--- src/hdl/i2cbc_pkg.sv ---
package i2cbc_pkg;

    typedef enum logic [1:0] {
        REG_SETTLE_TICKS      = 2'd0,
        REG_HALF_PERIOD_TICKS = 2'd1,
        REG_MAX_PULSES        = 2'd2
    } t_reg_idx;

    typedef enum logic [1:0] {
        OUT_CLEARED = 2'd0,
        OUT_SCL_BAD = 2'd1,
        OUT_SDA_BAD = 2'd2
    } t_outcome;

    localparam logic [15:0] SETTLE_TICKS_RST      = 16'd10000;
    localparam logic [9:0]  HALF_PERIOD_TICKS_RST = 10'd10;
    localparam logic [5:0]  MAX_PULSES_RST        = 6'd20;

    typedef struct packed {
        logic [15:0] settle_ticks;
        logic [9:0]  half_period_ticks;
        logic [5:0]  max_pulses;
    } t_cfg;

    typedef struct packed {
        logic [1:0]  reg_index;
        logic [15:0] wdata;
    } t_cfg_wr;

    typedef struct packed {
        logic start_request;
        logic scl_level;
        logic sda_level;
    } t_in_item;

    typedef struct packed {
        logic     scl_pull_low;
        logic     sda_pull_low;
        logic     busy_res;
        logic     finished;
        t_outcome outcome;
    } t_res_item;

endpackage

--- src/hdl/i2cbc_stream_if.sv ---
interface i2cbc_stream_if #(
    parameter type T = logic
);
    logic valid;
    logic ready;
    T     data;

    modport source (output valid, output data, input ready);
    modport sink (input valid, input data, output ready);
endinterface

--- src/hdl/i2cbc_cfg_regs.sv ---
module i2cbc_cfg_regs (
    input  logic               i_clk,
    input  logic               i_rst_n,
    input  logic               i_wr_en,
    input  i2cbc_pkg::t_cfg_wr i_wr,
    output i2cbc_pkg::t_cfg    o_cfg
);
    import i2cbc_pkg::*;

    t_cfg r_cfg;

    always_ff @(posedge i_clk) begin
        if (!i_rst_n) begin
            r_cfg.settle_ticks      <= SETTLE_TICKS_RST;
            r_cfg.half_period_ticks <= HALF_PERIOD_TICKS_RST;
            r_cfg.max_pulses        <= MAX_PULSES_RST;
        end else if (i_wr_en) begin
            case (i_wr.reg_index)
                REG_SETTLE_TICKS:      r_cfg.settle_ticks      <= i_wr.wdata;
                REG_HALF_PERIOD_TICKS: r_cfg.half_period_ticks <= i_wr.wdata[9:0];
                REG_MAX_PULSES:        r_cfg.max_pulses        <= i_wr.wdata[5:0];
                default: ;
            endcase
        end
    end

    assign o_cfg = r_cfg;

endmodule

--- src/hdl/i2cbc_seq.sv ---
module i2cbc_seq (
    input  logic                 i_clk,
    input  logic                 i_rst_n,
    input  logic                 i_step,
    input  i2cbc_pkg::t_in_item  i_item,
    input  i2cbc_pkg::t_cfg      i_cfg,
    output i2cbc_pkg::t_res_item o_res
);
    import i2cbc_pkg::*;

    typedef enum logic [2:0] {
        PH_IDLE     = 3'd0,
        PH_SETTLE   = 3'd1,
        PH_SCL_LOW  = 3'd2,
        PH_SCL_HIGH = 3'd3,
        PH_SDA_LOW  = 3'd4,
        PH_SDA_HIGH = 3'd5
    } t_phase;

    t_phase      r_phase, n_phase;
    logic [15:0] r_timer, n_timer;
    logic [5:0]  r_pulses, n_pulses;
    logic        sample;
    logic        done;
    t_outcome    code;
    logic [15:0] half_ticks;

    assign half_ticks = {6'd0, i_cfg.half_period_ticks};

    always_comb begin
        n_phase  = r_phase;
        n_timer  = r_timer;
        n_pulses = r_pulses;
        sample   = 1'b0;
        done     = 1'b0;
        code     = OUT_CLEARED;
        if (r_phase != PH_IDLE && r_timer > 16'd1) begin
            n_timer = r_timer - 16'd1;
        end else begin
            case (r_phase)
                PH_IDLE: begin
                    if (i_item.start_request) begin
                        n_phase  = PH_SETTLE;
                        n_timer  = i_cfg.settle_ticks;
                        n_pulses = i_cfg.max_pulses;
                    end
                end
                PH_SETTLE: begin
                    if (!i_item.scl_level) begin
                        n_phase = PH_IDLE;
                        n_timer = 16'd0;
                        done    = 1'b1;
                        code    = OUT_SCL_BAD;
                    end else begin
                        sample = 1'b1;
                    end
                end
                PH_SCL_LOW: begin
                    n_phase = PH_SCL_HIGH;
                    n_timer = half_ticks;
                end
                PH_SCL_HIGH: begin
                    sample = 1'b1;
                end
                PH_SDA_LOW: begin
                    n_phase = PH_SDA_HIGH;
                    n_timer = half_ticks;
                end
                default: begin
                    n_phase = PH_IDLE;
                    n_timer = 16'd0;
                    done    = 1'b1;
                    code    = OUT_CLEARED;
                end
            endcase
        end

        // SDA check after settle or after a released SCL half
        if (sample) begin
            if (i_item.sda_level) begin
                n_phase = PH_SDA_LOW;
                n_timer = half_ticks;
            end else if (r_pulses != 6'd0) begin
                n_pulses = r_pulses - 6'd1;
                n_phase  = PH_SCL_LOW;
                n_timer  = half_ticks;
            end else begin
                n_phase = PH_IDLE;
                n_timer = 16'd0;
                done    = 1'b1;
                code    = OUT_SDA_BAD;
            end
        end
    end

    always_ff @(posedge i_clk) begin
        if (!i_rst_n) begin
            r_phase  <= PH_IDLE;
            r_timer  <= 16'd0;
            r_pulses <= 6'd0;
        end else if (i_step) begin
            r_phase  <= n_phase;
            r_timer  <= n_timer;
            r_pulses <= n_pulses;
        end
    end

    assign o_res.scl_pull_low = (n_phase == PH_SCL_LOW);
    assign o_res.sda_pull_low = (n_phase == PH_SDA_LOW);
    assign o_res.busy_res     = (n_phase != PH_IDLE);
    assign o_res.finished     = done;
    assign o_res.outcome      = done ? code : OUT_CLEARED;

endmodule

--- src/hdl/i2c_bus_clear_sequencer.sv ---
// channel  dir  payload                                          accepted when
// i_item   in   start_request, scl_level, sda_level              valid & ready
// o_res    out  scl_pull_low, sda_pull_low, busy_res, finished,  valid & ready
//               outcome
// i_cfg    in   reg_index, wdata                                 valid & ready
//
// One item per cycle sustained while o_res is ready; each result passes the
// input register, then the result register after the phase/timer update.
// Synchronous active-low reset; config registers reset to 10000, 10, 20.
// A stalled o_res holds the result register and then the input register;
// i_item.ready drops only when both are full. i_cfg.ready is always high.
module i2c_bus_clear_sequencer (
    input  logic           i_clk,
    input  logic           i_rst_n,
    i2cbc_stream_if.sink   i_item,
    i2cbc_stream_if.source o_res,
    i2cbc_stream_if.sink   i_cfg
);
    import i2cbc_pkg::*;

    t_cfg      cfg;
    t_in_item  r_in;
    logic      r_in_valid;
    t_res_item r_out;
    logic      r_out_valid;
    t_res_item res;
    logic      adv;
    logic      in_acc;

    assign adv    = r_in_valid && (!r_out_valid || o_res.ready);
    assign in_acc = i_item.valid && i_item.ready;

    assign i_item.ready = !r_in_valid || adv;
    assign i_cfg.ready  = 1'b1;

    i2cbc_cfg_regs u_cfg_regs (
        .i_clk   (i_clk),
        .i_rst_n (i_rst_n),
        .i_wr_en (i_cfg.valid),
        .i_wr    (i_cfg.data),
        .o_cfg   (cfg)
    );

    i2cbc_seq u_seq (
        .i_clk   (i_clk),
        .i_rst_n (i_rst_n),
        .i_step  (adv),
        .i_item  (r_in),
        .i_cfg   (cfg),
        .o_res   (res)
    );

    always_ff @(posedge i_clk) begin
        if (!i_rst_n) begin
            r_in_valid <= 1'b0;
        end else if (in_acc) begin
            r_in_valid <= 1'b1;
        end else if (adv) begin
            r_in_valid <= 1'b0;
        end
    end

    always_ff @(posedge i_clk) begin
        if (in_acc) begin
            r_in <= i_item.data;
        end
    end

    always_ff @(posedge i_clk) begin
        if (!i_rst_n) begin
            r_out_valid <= 1'b0;
        end else if (adv) begin
            r_out_valid <= 1'b1;
        end else if (o_res.ready) begin
            r_out_valid <= 1'b0;
        end
    end

    always_ff @(posedge i_clk) begin
        if (adv) begin
            r_out <= res;
        end
    end

    assign o_res.valid = r_out_valid;
    assign o_res.data  = r_out;

`ifndef SYNTHESIS
    a_finish_not_busy: assert property (@(posedge i_clk) disable iff (!i_rst_n)
        r_out_valid && r_out.finished |-> !r_out.busy_res && !r_out.scl_pull_low
            && !r_out.sda_pull_low)
        else $error("finishing result still busy or driving a line");

    a_outcome_needs_finish: assert property (@(posedge i_clk) disable iff (!i_rst_n)
        r_out_valid && !r_out.finished |-> r_out.outcome == OUT_CLEARED)
        else $error("outcome set without finished");

    a_one_line_driven: assert property (@(posedge i_clk) disable iff (!i_rst_n)
        r_out_valid |-> !(r_out.scl_pull_low && r_out.sda_pull_low))
        else $error("both lines driven low");

    a_adv_fills_out: assert property (@(posedge i_clk) disable iff (!i_rst_n)
        adv |=> r_out_valid)
        else $error("result register not loaded after a step");
`endif

endmodule

--- src/flat_wrapper.sv ---
// flat-port wrapper written by rule: the top's interface ports become plain ports
module i2c_bus_clear_sequencer_flat import i2cbc_pkg::*;
  (i_clk, i_rst_n, i_item_valid, i_item_data, i_item_ready, o_res_valid, o_res_data, o_res_ready, i_cfg_valid, i_cfg_data, i_cfg_ready);
  i2cbc_stream_if #(.T(t_in_item)) i_item_i ();
  i2cbc_stream_if #(.T(t_res_item)) o_res_i ();
  i2cbc_stream_if #(.T(t_cfg_wr)) i_cfg_i ();
  input  logic i_clk;
  input  logic i_rst_n;
  input wire logic [$bits(i_item_i.valid)-1:0] i_item_valid;
  input wire logic [$bits(i_item_i.data)-1:0] i_item_data;
  output wire logic [$bits(i_item_i.ready)-1:0] i_item_ready;
  output wire logic [$bits(o_res_i.valid)-1:0] o_res_valid;
  output wire logic [$bits(o_res_i.data)-1:0] o_res_data;
  input wire logic [$bits(o_res_i.ready)-1:0] o_res_ready;
  input wire logic [$bits(i_cfg_i.valid)-1:0] i_cfg_valid;
  input wire logic [$bits(i_cfg_i.data)-1:0] i_cfg_data;
  output wire logic [$bits(i_cfg_i.ready)-1:0] i_cfg_ready;
  assign i_item_i.valid = i_item_valid;
  assign i_item_i.data = i_item_data;
  assign i_item_ready = i_item_i.ready;
  assign o_res_valid = o_res_i.valid;
  assign o_res_data = o_res_i.data;
  assign o_res_i.ready = o_res_ready;
  assign i_cfg_i.valid = i_cfg_valid;
  assign i_cfg_i.data = i_cfg_data;
  assign i_cfg_ready = i_cfg_i.ready;
  i2c_bus_clear_sequencer u_core (.i_clk(i_clk), .i_rst_n(i_rst_n), .i_item(i_item_i), .o_res(o_res_i), .i_cfg(i_cfg_i));
endmodule
--- config.mk ---
export PLATFORM = sky130hd
export DESIGN_NAME = i2c_bus_clear_sequencer_flat
export DESIGN_NICKNAME = d
export VERILOG_FILES = /design/src/hdl/i2cbc_pkg.sv /design/src/hdl/i2cbc_stream_if.sv /design/src/hdl/i2cbc_cfg_regs.sv /design/src/hdl/i2cbc_seq.sv /design/src/hdl/i2c_bus_clear_sequencer.sv /design/src/flat_wrapper.sv
export SDC_FILE = /design/constraint.sdc
export NUM_CORES = 1
export LEC_CHECK = 0
export BUFFER_PORTS_ARGS = -buffer_cell sky130_fd_sc_hd__buf_2
export CORE_UTILIZATION = 36
export CTS_CLUSTER_DIAMETER = 80
export DETAILED_ROUTE_END_ITERATION = 10
export SLEW_MARGIN = 20
export SYNTH_ARGS = -nofsm -noshare
export SYNTH_HDL_FRONTEND = slang
export SYNTH_SLANG_ARGS = --single-unit
--- constraint.sdc ---
create_clock -name i_clk -period 2.6 [get_ports i_clk]
set_input_delay 0.13 -clock i_clk [delete_from_list [all_inputs] [get_ports i_clk]]
set_output_delay 0.13 -clock i_clk [all_outputs]
set_load 0.01 [all_outputs]
== Word-level counts from Yosys, hierarchy flattened ==
Index checks and enable logic that the tools add are counted.

* Register bits: 68
* Word-level logic and storage cells: 89

* Eq/ne operators: 11
* Reductions and logical operators: 20
* Mux-type cells: 39
* Add/sub/neg operators: 2
* $lt $le $gt $ge: 1

{| class="wikitable"
|+ Operator list
! cell !! number
|-
| $mux W16 || 4
|-
| $pmux W16 S4 || 1
|-
| $mux W6 || 6
|-
| $mux W10 || 2
|-
| $gt A16 B1 Y1 const B || 1
|-
| $sub A16 B1 Y16 const B || 1
|-
| $mux W3 || 5
|-
| $pmux W3 S5 || 1
|-
| $mux W1 || 14
|-
| $eq A3 B2 Y1 const B || 3
|-
| $mux W2 || 4
|-
| $eq A3 B3 Y1 const B || 2
|-
| $reduce_and A2 Y1 || 3
|-
| $reduce_bool A3 Y1 || 2
|-
| $reduce_bool A6 Y1 || 1
|-
| $sub A6 B1 Y6 const B || 1
|-
| $ne A4 B3 Y1 const B || 1
|-
| $ne A4 B4 Y1 const B || 1
|-
| $pmux W1 S2 || 2
|-
| $reduce_and A4 Y1 || 1
|-
| $reduce_bool A2 Y1 || 2
|-
| $reduce_or A4 Y1 || 1
|-
| $eq A3 B1 Y1 const B || 1
|-
| $logic_and A1 B1 Y1 || 3
|-
| 8 further kinds || 10
|}

== Logic depth before layout (Yosys ltp) ==
* Word-level depth: 7
* Mapped depth: 9

== By module ==
From an unflattened synthesis, not the netlist that was laid out.

* Cells, all modules: 403
* Area, all modules: 3701.0 µm²

{| class="wikitable"
|+ Modules (own cells, without submodules)
! module !! sequential area each (µm²) !! area each (µm²) !! cells each !! instances
|-
| i2cbc_seq || 500.5 || 1974.4 || 252 || 1
|-
| i2cbc_cfg_regs || 640.6 || 1341.3 || 131 || 1
|-
| i2c_bus_clear_sequencer || 310.3 || 385.4 || 20 || 1
|}

== Worst setup path before layout ==
Ideal clock, no wire load.

* Kind: register to register
* Start: reg u_core.u_seq.r_timer[0]
* End: reg u_core.u_seq.r_pulses[4]
* Stages on the path, launching flop included: 10
* Setup slack: 580 ps
* Data arrival time: 1946 ps
* Data required time: 2525 ps
* Library setup time: 75 ps
* Cell sequence: dfxtp_1 inv_1 ha_1 clkbuf_1 nor2_1 nor2b_1 buf_1 nand3_2 mux2_1 o22ai_1

* Word-level cells in the longest chain between the ends: 6
* Elaborated cells on any way between the ends: 7
* Classes of those cells: 1 x order compare; 5 x mux; 1 x reduce/logical

{| class="wikitable"
|+ Ends and longest elaborated chain
! what !! line !! RTL
|-
| start: declaration || i2cbc_seq.sv:21 || <nowiki>logic [15:0] r_timer, n_timer;</nowiki>
|-
| start signal: assignment || i2cbc_seq.sv:103 || <nowiki>r_timer <= n_timer;</nowiki>
|-
| $gt A16 B1 Y1 * || i2cbc_seq.sv:37 || <nowiki>if (r_phase != PH_IDLE && r_timer > 16'd1) begin</nowiki>
|-
| $logic_and A1 B1 Y1 * || i2cbc_seq.sv:37 ||
|-
| $mux W6 || i2cbc_seq.sv:37 ||
|-
| $mux W6 || i2cbc_seq.sv:83 || <nowiki>end else if (r_pulses != 6'd0) begin</nowiki>
|-
| $mux W6 || i2cbc_seq.sv:80 || <nowiki>if (i_item.sda_level) begin</nowiki>
|-
| $mux W6 * || i2cbc_seq.sv:79 || <nowiki>if (sample) begin</nowiki>
|-
| end signal: assignment || i2cbc_seq.sv:104 || <nowiki>r_pulses <= n_pulses;</nowiki>
|-
| end: declaration || i2cbc_seq.sv:22 || <nowiki>logic [5:0] r_pulses, n_pulses;</nowiki>
|}

Mark *: on every way between the ends. The rest lies on a longest branch, timed or not.
A chain may end at the register's enable or synchronous reset.

== Worst setup path in the final report ==
* Start: reg u_core.u_seq.r_pulses[0]
* End: reg u_core.u_seq.r_pulses[4]

* Word-level cells in the longest chain between the ends: 4
* Elaborated cells on any way between the ends: 5
* Classes of those cells: 1 x add/sub; 3 x mux; 1 x reduce/logical

{| class="wikitable"
|+ Ends and longest elaborated chain
! what !! line
|-
| $sub A6 B1 Y6 / $reduce_bool A6 Y1 (equally long branches) || i2cbc_seq.sv:84, i2cbc_seq.sv:83
|-
| $mux W6 * || i2cbc_seq.sv:83
|-
| $mux W6 * || i2cbc_seq.sv:80
|-
| $mux W6 * || i2cbc_seq.sv:79
|}

Marks and branches as above.

==> results.cfg <==
[outcome]
status = complete, no violations

[die]
die_area_um2 = 10400
num_rows = 36
coreArea_um2 = 9730
initial_core_util_pct = 37.0
die_h_um = 102
io_pins = 35
die_w_um = 102

[detailed_routing]
postRouteAntennaNets = 0
wl_mm = 9.48
drc_errors = 0
drt-initial-drc-count = 297
viasPerCell = 5.58
vias = 3302
wire_per_inst_um = 16.0
firstDrtPassIters = 5

[worst_setup_path]
worstPathArrival_ns = 2.48
cp-end-kind = flip-flop
slowest_stage = a2111oi_2
cpPeakStageDelay_ns = 0.53
cp-start-kind = flip-flop
cp_cell_sequence = inv_1 > ha_1 > nor2b_1 > a2111oi_2 > nand3_2 > mux2_1 > o22ai_1
critPathKind = flip-flop to flip-flop
worstPathRequired_ns = 2.88
cp_max_fo = 6

[final_layout]
num-fill-cells = 1001
drive_gt1_share_pct = 17.4
syn2layout_area_growth_pct = 15.1
fin_cells = 592
ff_latch_area_um2 = 1450
final_core_util_pct = 42.6
multi_input_area_um2 = 1980
final_nets = 484
fin_area_um2 = 4140
antenna_cells = 0

[clock_tree]
worstSkewPairLatency_ns = 0.35
clockRootBuffer = clkbuf_8
postCtsSetupBuffers = 0
clock_path_buffers = 2
clock_sinks = 68
htree_levels = 3
path_clk_slew_ns = 0.08
cts_tree = done
cts-buffers-inserted = 9

[sta]
worst_pin_slew_ns = 0.750
setup-tns-final_ns = 0
fin_crit_sh_pct = 84.5
fin_worst_skew_ns = 0.0123
maxSlewHeadroom_pct = 49.9
worst_slack_ns = 0.404
period_minus_slack_ns = 2.20
hold_viol_final = 0
slew_viol_final = 0
setup_viol = 0
rsz0062_at_grt = false
max_freq_ghz = 0.455

[power]
p_seq_share_pct = 46.4
combPwrFrac_pct = 22.1
swShare_pct = 31.0
p_sw_uw = 773
p_int_uw = 1720
powerDensity_nw_per_um2 = 603
p_clk_share_pct = 31.5
vdd_drop_max_mv = 0.352
power.leakage_uw = 0.00165

[global_routing]
grt_pass1_vias = 3066
track_usage_pct = 19.4
antenna_found_initial = 0
grt_pass1_wl_mm = 15.5
grt.overflow.total = 0
grt_max_degree = 35

[job]
drv_cap = 0

[synthesis]
synth_edf_count = 9
synth_area_leader_cell = dfxtp_1
syn-instance-count = 419
yosysMostFrequentCell = nand2_1
ys_types = 67
yosys-top-cells-area = dfxtp_1, edfxtp_1, nand2_1, mux2i_1, a21oi_1
synth_common_cells = nand2_1, dfxtp_1, nor2_1
ys_warn_count = 0
synthArstFlopShare_pct = 0
ys.flop_type = dfxtp_1
synthesis.nets = 448
synth_area_um2 = 3600
synth_seq_cells = 68
netlist.area_leader.share_pct = 32.8
ys_seq_area_share_pct = 40.3
syn_avg_cell_area_um2 = 8.59

[placement]
io_buffer_count = 33
dp_slack_ns = 0.433
placed_cells = 572
place_area_um2 = 3920
dp_hpwl_mm = 6.71
gp_congestion = 0.876

[min_path]
hp-class = input port to flip-flop
## power by group through the flow
stage               sequential [uW]  clock, uW  combinational, uW
floorplan                      1170          0                410
global placement               1180          0                532
detailed placement             1180          0                537
CTS                            1160        797                545
global route                   1160        854                603
finish                         1160        787                551
## registers in the layout, indices dropped and copies added (netlist names)
name,count
u_core.u_cfg_regs.o_cfg,32
u_core.u_seq.r_timer,16
u_core.o_res.data,6
u_core.u_seq.r_pulses,6
u_core.r_in,3
u_core.u_seq.r_phase,3
u_core.o_res.valid,1
u_core.r_in_valid,1
## final timing paths
check                                      startpoint                               endpoint  cells after the start  slack (ns)
max             u_core.u_seq.r_pulses[0]$_SDFFE_PN0P_  u_core.u_seq.r_pulses[4]$_SDFFE_PN0P_                      7        0.40
min                                      i_item_valid         u_core.r_in_valid$_SDFFE_PN0P_                      3       0.008
max reg2reg     u_core.u_seq.r_pulses[0]$_SDFFE_PN0P_  u_core.u_seq.r_pulses[4]$_SDFFE_PN0P_                      7        0.40
min reg2reg  u_core.u_cfg_regs.o_cfg[12]$_SDFFE_PN0P_   u_core.u_seq.r_timer[6]$_SDFFE_PN0P_                      2        0.46
## metal layers
layer | vias up | track usage (%) | wire, um
met5 | - | 0 | 0
met4 | 0 | 8.13 | 193
met3 | 18 | 3.63 | 523
met2 | 116 | 30.5 | 4260
met1 | 1568 | 26.1 | 4510
li1 | 1600 | - | -
## per-stage QoR
stage,hold slack [ns],power [uW]
6_report,0.00799,2500
5_1_grt,0.0213,2620
4_1_cts,0.00216,2500
3_5_place_dp,0.310,1720
3_3_place_gp,0.310,1710
2_1_floorplan,0.229,1580
## cells in the final DEF (no fill, tap or decap), types with 6 or more instances in the layout
cell	Yosys	routed
nand2_1	63	63
dfxtp_1	59	59
buf_2	2	33
nor2_1	29	29
a21oi_1	27	27
mux2i_1	20	20
o21ai_0	18	18
buf_4	3	17
nand3_1	14	14
nor3_1	13	12
clkbuf_8	0	9
edfxtp_1	9	9
inv_1	8	8
a31oi_1	8	8
and2_1	7	7
xnor2_1	7	7
a221oi_1	7	7
nand4_1	6	6
## final cells by class
class | instances | area share (%)
sequential | 68 | 35.0
clock buffer | 13 | 3.87
clock inverter | 2 | 0.242
tap | 133 | 4.02
inverter | 9 | 0.816
timing repair buffer | 55 | 8.28
multi-input combinational | 312 | 47.7
## cell families (layout without fill, tap and decap cells)
kind of cell               after synthesis  in the layout  synth area share [%]
AOI/OAI and AO/OA                      105            105                  20.5
xor gates and xnor gates                10             10                  2.43
adders and majority gates                3              3                  1.04
buffers and inverters                   39             79                  4.97
DFF                                     68             68                  40.3
muxes                                   21             21                  5.88
other                                    1              1                 0.104
and+or+nand+nor                        172            172                  24.7
## worst max-delay path: cells and delay by family (launching register included)
family	cells	cell delay, ns
muxes	1	0.36
buffers and inverters	1	0.06
adders and majority gates	1	0.22
and+or+nand+nor	2	0.43
AOI/OAI and AO/OA	2	0.68
DFF	1	0.37
## what timing repair did
item | in CTS | in global routing
hold endpoints to repair | 5 | 0
hold buffers | 5 | 0
endpoints found under the setup margin | 0 | 0
resized for setup | 0 | 0
(Power assumes the default switching activity.)
